===== config.mk =====
export PLATFORM = sky130hd
export DESIGN_NAME = screen_color_fade_controller_core
export DESIGN_NICKNAME = d
export VERILOG_FILES = /design/src/rtl/scfc_pkg.sv /design/src/rtl/screen_color_fade_controller_core.sv /design/src/rtl/scfc_lane.sv
export SDC_FILE = /design/constraint.sdc
export NUM_CORES = 2
export LEC_CHECK = 0
export BUFFER_PORTS_ARGS = -buffer_cell sky130_fd_sc_hd__buf_4
export CORE_MARGIN = 2
export CORE_UTILIZATION = 30
export DETAILED_ROUTE_END_ITERATION = 16
export GPL_ROUTABILITY_DRIVEN = 0
export PLACE_DENSITY = 0.41
export SLEW_MARGIN = 20
export SYNTH_ARGS = -nofsm -noshare
export SYNTH_HDL_FRONTEND = slang
export SYNTH_SLANG_ARGS = --single-unit

===== constraint.sdc =====
create_clock -name clk -period 30.1 [get_ports clk]
set_clock_uncertainty 0.15 [all_clocks]
set_input_delay 6.02 -clock clk [delete_from_list [all_inputs] [get_ports clk]]
set_output_delay 6.02 -clock clk [all_outputs]
set_load 0.01 [all_outputs]

===== src/rtl/scfc_pkg.sv =====
// Shared types, codes and helpers for the screen color fade controller.
// No dependencies; imported by every module of the block.
package scfc_pkg;

  localparam int TIME_WIDTH_DEFAULT = 16;
  localparam int LANES              = 4;
  localparam int DIV_STEPS          = 8;
  localparam logic [2:0] STEP_LAST  = 3'(DIV_STEPS - 1);

  localparam logic [31:0] WHITE      = 32'hFFFF_FFFF;
  localparam logic [31:0] NO_TEXTURE = 32'hFFFF_FFFF;

  localparam logic [1:0] ACT_SET     = 2'd0;
  localparam logic [1:0] ACT_DISABLE = 2'd1;
  localparam logic [1:0] ACT_TICK    = 2'd2;

  localparam logic [2:0] KIND_PASSTHRU = 3'd0;
  localparam logic [2:0] KIND_MULTIPLY = 3'd1;
  localparam logic [2:0] KIND_ADD      = 3'd2;
  localparam logic [2:0] KIND_BLEND    = 3'd3;

  typedef enum logic [1:0] {
    ST_IDLE,
    ST_LOAD,
    ST_DIVIDE,
    ST_EMIT
  } fsm_state_t;

  typedef struct packed {
    logic [1:0]  action;
    logic [2:0]  filter_kind;
    logic [2:0]  overlay_shape;
    logic [15:0] time_amount;
    logic [7:0]  in_red;
    logic [7:0]  in_green;
    logic [7:0]  in_blue;
    logic [7:0]  in_alpha;
    logic [31:0] texture_code;
  } item_beat_t;

  typedef struct packed {
    logic [2:0]  active_kind;
    logic [2:0]  pending_kind;
    logic [2:0]  shape_out;
    logic [7:0]  out_red;
    logic [7:0]  out_green;
    logic [7:0]  out_blue;
    logic [7:0]  out_alpha;
    logic [31:0] texture_out;
    logic [15:0] time_left;
  } result_beat_t;

  function automatic logic fades_by_alpha(input logic [2:0] kind);
    return (kind == KIND_ADD) || (kind == KIND_BLEND);
  endfunction

endpackage


===== src/rtl/screen_color_fade_controller_core.sv =====
// Top level of the screen color fade controller: filter state, control FSM,
// four channel lanes and the result register. Depends on scfc_pkg, scfc_lane.
//
// One result beat per item beat, reporting the state after that item. A set,
// a disable, an idle tick or an unused action is accepted and then loads the
// result register. A tick during a fade is accepted, the weighted channel sums
// are formed (ST_LOAD), each channel lane runs its 8-step restoring divide
// (ST_DIVIDE), and the merged color then loads the result register (ST_EMIT).
// New items are taken only while the FSM is idle; a finished result may still
// be waiting downstream at that time.
module screen_color_fade_controller_core import scfc_pkg::*; #(
  parameter int TIME_WIDTH = TIME_WIDTH_DEFAULT
) (
  input  logic         clk,
  input  logic         rst,
  input  logic         item_valid,
  output logic         item_ready,
  input  item_beat_t   item,
  output logic         result_valid,
  input  logic         result_ready,
  output result_beat_t result
);

  fsm_state_t state, state_next;

  logic [2:0]            current_kind, current_kind_next;
  logic [2:0]            next_kind, next_kind_next;
  logic [2:0]            shape_reg, shape_reg_next;
  logic [TIME_WIDTH-1:0] fade_length, fade_length_next;
  logic [TIME_WIDTH-1:0] remaining, remaining_next;
  logic [31:0]           start_color, start_color_next;
  logic [31:0]           shown_color, shown_color_next;
  logic [31:0]           target_color, target_color_next;
  logic [31:0]           texture_reg, texture_reg_next;

  logic                  lane_start;
  logic                  emit_fire;
  logic [LANES-1:0]      lane_done_vec;
  logic                  lane_done;
  logic [31:0]           lane_color;

  logic [31:0]           t_ext;
  logic [TIME_WIDTH-1:0] t_in;
  logic [2:0]            s_kind;
  logic [2:0]            s_shape;
  logic [31:0]           s_color;
  logic [31:0]           s_tex;
  logic                  is_set;
  logic [31:0]           rem_ext;

  assign t_ext   = 32'(item.time_amount);
  assign t_in    = t_ext[TIME_WIDTH-1:0];
  assign is_set  = (item.action == ACT_SET) || (item.action == ACT_DISABLE);
  assign s_kind  = (item.action == ACT_DISABLE) ? KIND_PASSTHRU : item.filter_kind;
  assign s_shape = (item.action == ACT_DISABLE) ? shape_reg : item.overlay_shape;
  assign s_color = (item.action == ACT_DISABLE) ? WHITE :
                   {item.in_red, item.in_green, item.in_blue, item.in_alpha};
  assign s_tex   = (item.action == ACT_DISABLE) ? NO_TEXTURE : item.texture_code;

  // FSM
  always_ff @(posedge clk) begin
    if (rst) state <= ST_IDLE;
    else     state <= state_next;
  end

  always_comb begin
    state_next = state;
    case (state)
      ST_IDLE: begin
        if (item_valid) begin
          if ((item.action == ACT_TICK) && (remaining != '0)) state_next = ST_LOAD;
          else                                                 state_next = ST_EMIT;
        end
      end
      ST_LOAD:   state_next = ST_DIVIDE;
      ST_DIVIDE: if (lane_done) state_next = ST_EMIT;
      ST_EMIT:   if (!result_valid || result_ready) state_next = ST_IDLE;
      default:   state_next = ST_IDLE;
    endcase
  end

  always_comb begin
    item_ready = 1'b0;
    lane_start = 1'b0;
    emit_fire  = 1'b0;
    case (state)
      ST_IDLE:   item_ready = 1'b1;
      ST_LOAD:   lane_start = 1'b1;
      ST_DIVIDE: ;
      ST_EMIT:   emit_fire = !result_valid || result_ready;
      default:   ;
    endcase
  end

  // filter state update
  always_comb begin
    current_kind_next = current_kind;
    next_kind_next    = next_kind;
    shape_reg_next    = shape_reg;
    fade_length_next  = fade_length;
    remaining_next    = remaining;
    start_color_next  = start_color;
    shown_color_next  = shown_color;
    target_color_next = target_color;
    texture_reg_next  = texture_reg;
    if (item_valid && item_ready) begin
      if (is_set) begin
        shape_reg_next    = s_shape;
        texture_reg_next  = s_tex;
        next_kind_next    = s_kind;
        target_color_next = s_color;
        remaining_next    = t_in;
        fade_length_next  = t_in;
        if (t_in == '0) begin
          current_kind_next = s_kind;
          shown_color_next  = s_color;
          start_color_next  = s_color;
        end else begin
          start_color_next = shown_color;
          if (s_kind == KIND_PASSTHRU) begin
            current_kind_next = next_kind;
            if (next_kind == KIND_MULTIPLY) begin
              target_color_next = WHITE;
            end else if (fades_by_alpha(next_kind)) begin
              target_color_next = {s_color[31:8], 8'h00};
            end
          end else begin
            current_kind_next = s_kind;
            if (next_kind == KIND_PASSTHRU) begin
              if (s_kind == KIND_MULTIPLY) begin
                shown_color_next = WHITE;
              end else if (fades_by_alpha(s_kind)) begin
                shown_color_next = {s_color[31:8], 8'h00};
                start_color_next = {s_color[31:8], 8'h00};
              end
            end
          end
        end
      end else if ((item.action == ACT_TICK) && (remaining != '0)) begin
        remaining_next = (remaining > t_in) ? remaining - t_in : '0;
      end
    end else if ((state == ST_DIVIDE) && lane_done) begin
      shown_color_next = lane_color;
      if (remaining == '0) begin
        current_kind_next = next_kind;
        if (next_kind == KIND_PASSTHRU) texture_reg_next = NO_TEXTURE;
      end
    end
  end

  always_ff @(posedge clk) begin
    if (rst) begin
      current_kind <= KIND_PASSTHRU;
      next_kind    <= KIND_PASSTHRU;
      shape_reg    <= '0;
      fade_length  <= '0;
      remaining    <= '0;
      start_color  <= WHITE;
      shown_color  <= WHITE;
      target_color <= WHITE;
      texture_reg  <= NO_TEXTURE;
    end else begin
      current_kind <= current_kind_next;
      next_kind    <= next_kind_next;
      shape_reg    <= shape_reg_next;
      fade_length  <= fade_length_next;
      remaining    <= remaining_next;
      start_color  <= start_color_next;
      shown_color  <= shown_color_next;
      target_color <= target_color_next;
      texture_reg  <= texture_reg_next;
    end
  end

  // channel lanes, lane 0 is alpha
  for (genvar i = 0; i < LANES; i++) begin : g_lane
    scfc_lane #(
      .TIME_WIDTH(TIME_WIDTH)
    ) u_lane (
      .clk     (clk),
      .rst     (rst),
      .start   (lane_start),
      .length  (fade_length),
      .left    (remaining),
      .prev_ch (start_color[8*i +: 8]),
      .next_ch (target_color[8*i +: 8]),
      .done    (lane_done_vec[i]),
      .quot    (lane_color[8*i +: 8])
    );
  end

  assign lane_done = &lane_done_vec;

  // result register
  assign rem_ext = 32'(remaining);

  always_ff @(posedge clk) begin
    if (rst) begin
      result_valid <= 1'b0;
    end else if (emit_fire) begin
      result_valid <= 1'b1;
    end else if (result_ready) begin
      result_valid <= 1'b0;
    end
  end

  always_ff @(posedge clk) begin
    if (emit_fire) begin
      result.active_kind  <= current_kind;
      result.pending_kind <= next_kind;
      result.shape_out    <= shape_reg;
      result.out_red      <= shown_color[31:24];
      result.out_green    <= shown_color[23:16];
      result.out_blue     <= shown_color[15:8];
      result.out_alpha    <= shown_color[7:0];
      result.texture_out  <= texture_reg;
      result.time_left    <= rem_ext[15:0];
    end
  end

endmodule


===== src/rtl/scfc_lane.sv =====
// One color channel lane: weighted sum of start and target, then an
// 8-step restoring divide by the fade length. Depends on scfc_pkg.
module scfc_lane import scfc_pkg::*; #(
  parameter int TIME_WIDTH = TIME_WIDTH_DEFAULT
) (
  input  logic                  clk,
  input  logic                  rst,
  input  logic                  start,
  input  logic [TIME_WIDTH-1:0] length,
  input  logic [TIME_WIDTH-1:0] left,
  input  logic [7:0]            prev_ch,
  input  logic [7:0]            next_ch,
  output logic                  done,
  output logic [7:0]            quot
);

  localparam int NW = TIME_WIDTH + 8;

  logic [TIME_WIDTH-1:0] left_clamp;
  logic [TIME_WIDTH-1:0] weight;
  logic [NW-1:0]         prod_next;
  logic [NW-1:0]         prod_prev;

  logic          busy;
  logic [2:0]    step;
  logic [NW-1:0] rem;
  logic [NW-1:0] dvs;
  logic [7:0]    q;
  logic          zero_len;
  logic [7:0]    nx;

  assign left_clamp = (left > length) ? length : left;
  assign weight     = length - left_clamp;
  assign prod_next  = NW'(next_ch) * NW'(weight);
  assign prod_prev  = NW'(prev_ch) * NW'(left_clamp);

  always_ff @(posedge clk) begin
    if (rst) begin
      busy <= 1'b0;
      done <= 1'b0;
      step <= '0;
    end else begin
      done <= 1'b0;
      if (start) begin
        busy <= 1'b1;
        step <= '0;
      end else if (busy) begin
        step <= step + 3'd1;
        if (step == STEP_LAST) begin
          busy <= 1'b0;
          done <= 1'b1;
        end
      end
    end
  end

  always_ff @(posedge clk) begin
    if (start) begin
      rem      <= prod_next + prod_prev;
      dvs      <= NW'({length, 7'b0});
      q        <= '0;
      zero_len <= (length == '0);
      nx       <= next_ch;
    end else if (busy) begin
      if (rem >= dvs) begin
        rem <= rem - dvs;
        q   <= {q[6:0], 1'b1};
      end else begin
        q   <= {q[6:0], 1'b0};
      end
      dvs <= dvs >> 1;
    end
  end

  assign quot = zero_len ? nx : q;

endmodule


==> run metrics <==
CP Launch Point=fade_length[9]; die area=0.210 sq mm; vias per inst=5.12; DR iter-0 viols=3608; first-pass GRT wire length=347 mm; Syn. warnings=0; Setup crit end kind=flop; Max Cap Viol=0; die width=458 um; PortBufs=182; total clock buffers created by CTS=71; initial antenna violation count=18; NumNets Final=8204; HP Start=shape_reg[0]; Max-slew headroom=0.259; EDFF count, synth=282; CTS root buf=clkbuf_16; CP max stage delay=690 ps; crit-path max FO=56; clock sinks=534; Post-DRT Antenna Nets=0; final period utilization=0.429; Post-CTS Hold Buffers=0; wire per inst=24.3 um; final WL=233 mm; commonest non-fill, non-tap cell in the layout=inv_1; most frequent cells in the layout=1166 x inv_1, 837 x fa_1, 781 x nand2_1, 432 x ha_1, 311 x and2_1; # rows=166; reg2reg start=fade_length[9]; TritonRoute pass-1 iters=6; DRC viols=0; largest net degree at the start of global routing=138; flops & latches, synth=534; placed cell areas=0.0664 sq mm; Top cell by count, worst path=fa_1; slew of the pin with the lowest slew margin=1100 ps; buffers plus inverters on the worst setup path=9; Vias=49100; CTS max path bufs=3; clk_lat worst skew=710 ps; sequential-to-total area share from yosys stat=0.218; run status=finished, final reports clean; post-DP HPWL=174 mm; Layout area overhead=11.3%; fmax=77.4 MHz; Synth Flop Type=edfxtp_1; startpoint types=flop; max FFs per register=96; Mapped Area=0.0619 sq mm; RSZ-0062 raised after global routing=no; Top Registers=g_lane.u_lane.rem x96, g_lane.u_lane.dvs x92, result x89; Reg clk slew, reported paths=60 ps; Crit path arrival time=13190 ps; Final Max Slew Viols=0; Yosys cell types=78; Worst Path Class, Setup=reg -> reg; setup violators final=0; slowest CP cell=and2_2; Avg Synthesized Cell Area=9.02 sq um; WP data required=30360 ps; Most flops, register=g_lane.u_lane.rem; CTS tree=done; H-tree levels=3; number of global-route vias before repair=50700; initial core utilization=0.302; Final min period=12930 ps; Post-CTS Setup Inserts=0; final hold viol count=0; Async SR Flop Fraction=0; Design Area, Final=0.0689 sq mm; GRT overflow=0; post-CTS sizing=0; setup_tns=0 ps; syn_nets=8225; Global Route Usage Sum=0.223; Post-Syn Instances=6860; HP Class=reg -> reg; fraction of layout instances using a drive strength above 1=0.0726; Die H=458 um; delay-heaviest family, CP=adder cells; core footprint=0.205 sq mm; I/O pin count=183
-- Yosys cell counts, types with 20 or more instances --
cell type	n	area [sq um]
nand4_1	87	544
ha_1	435	5440
nor2_1	284	1070
dfxtp_1	252	5040
a21o_1	74	556
o221ai_1	26	228
xnor2_1	99	867
nand3_1	85	425
edfxtp_1	282	8470
a21oi_1	239	1200
nand2_1	783	2940
or3_1	20	125
xor2_1	77	674
inv_1	1167	4380
o311ai_0	34	298
nor2b_1	201	1260
nor3_1	86	430
mux2i_1	105	1050
nor4_1	23	144
a211oi_1	49	368
a31oi_1	24	150
and2_1	314	1960
and3_1	66	413
nor3b_1	21	158
nand2b_1	101	632
fa_1	838	16800
o21ai_0	244	1220
a211o_1	55	482
o21bai_1	55	413
o21a_1	33	248
buf_1	38	143
o211ai_1	38	285
o22ai_1	57	357
clkbuf_1	352	1320
-- layout make-up --
type / count / area (sq um)
antenna: 9 / 22.5
clock buffer: 93 / 1910
clock inverter: 38 / 529
fill: 21400 / 136000
inverter: 1169 / 4390
multi-input combinational: 4753 / 42800
sequential: 534 / 13500
tap: 2688 / 3360
timing repair buffer: 310 / 2360
-- layer usage --
layer / global-route usage / up-vias / part of all wire
met5: 0 / - / 0
met4: 0.0593 / 0 / 0.024
met3: 0.0293 / 214 / 0.057
met2: 0.363 / 1348 / 0.46
met1: 0.310 / 25400 / 0.45
li1: - / 22200 / -
-- cell families after synthesis --
logic type | share of synthesized area
buffers and inverters | 0.0958
and+or+nand+nor | 0.170
DFF | 0.218
AOI/OAI and AO/OA | 0.114
xor gates and xnor gates | 0.0249
adders and majority gates | 0.359
muxes | 0.0172
-- through the flow --
stage | utilization | hold WS, ps | std cells | setup slack, ps
6_report | 0.336 | 272 | 9594 | 17170
5_1_grt | 0.336 | 277 | 9590 | 16560
4_1_cts | 0.336 | 273 | 9584 | 17280
3_5_place_dp | 0.324 | 259 | 9453 | 17310
3_3_place_gp | 0.324 | 256 | 9453 | 17330
2_1_floorplan | - | 252 | 6860 | 19360
-- worst register-to-register path, delay by kind of cell (launching register included) --
| family | cells | cell delay [ps] |
|---|---|---|
| buffers and inverters | 9 | 2710 |
| AO/OA/AOI/OAI | 13 | 2860 |
| XOR/XNOR | 1 | 600 |
| flip-flops | 1 | 340 |
| adder cells (fa/ha/maj) | 9 | 4020 |
| multiplexers | 1 | 150 |
| AND/OR/NAND/NOR | 7 | 1840 |
-- worst paths after layout --
| check | to | slack [ps] | cells after the start |
|---|---|---|---|
| setup reg to reg | g_lane[0].u_lane.rem[20] | 17170 | 40 |
| hold / removal | result[80] | 270 | 0 |
| hold reg to reg | result[80] | 270 | 0 |
| setup / recovery | g_lane[0].u_lane.rem[20] | 17170 | 40 |
Power is not shown: default switching activity piles up to over one toggle a cycle in this logic, so the estimate is an artifact.
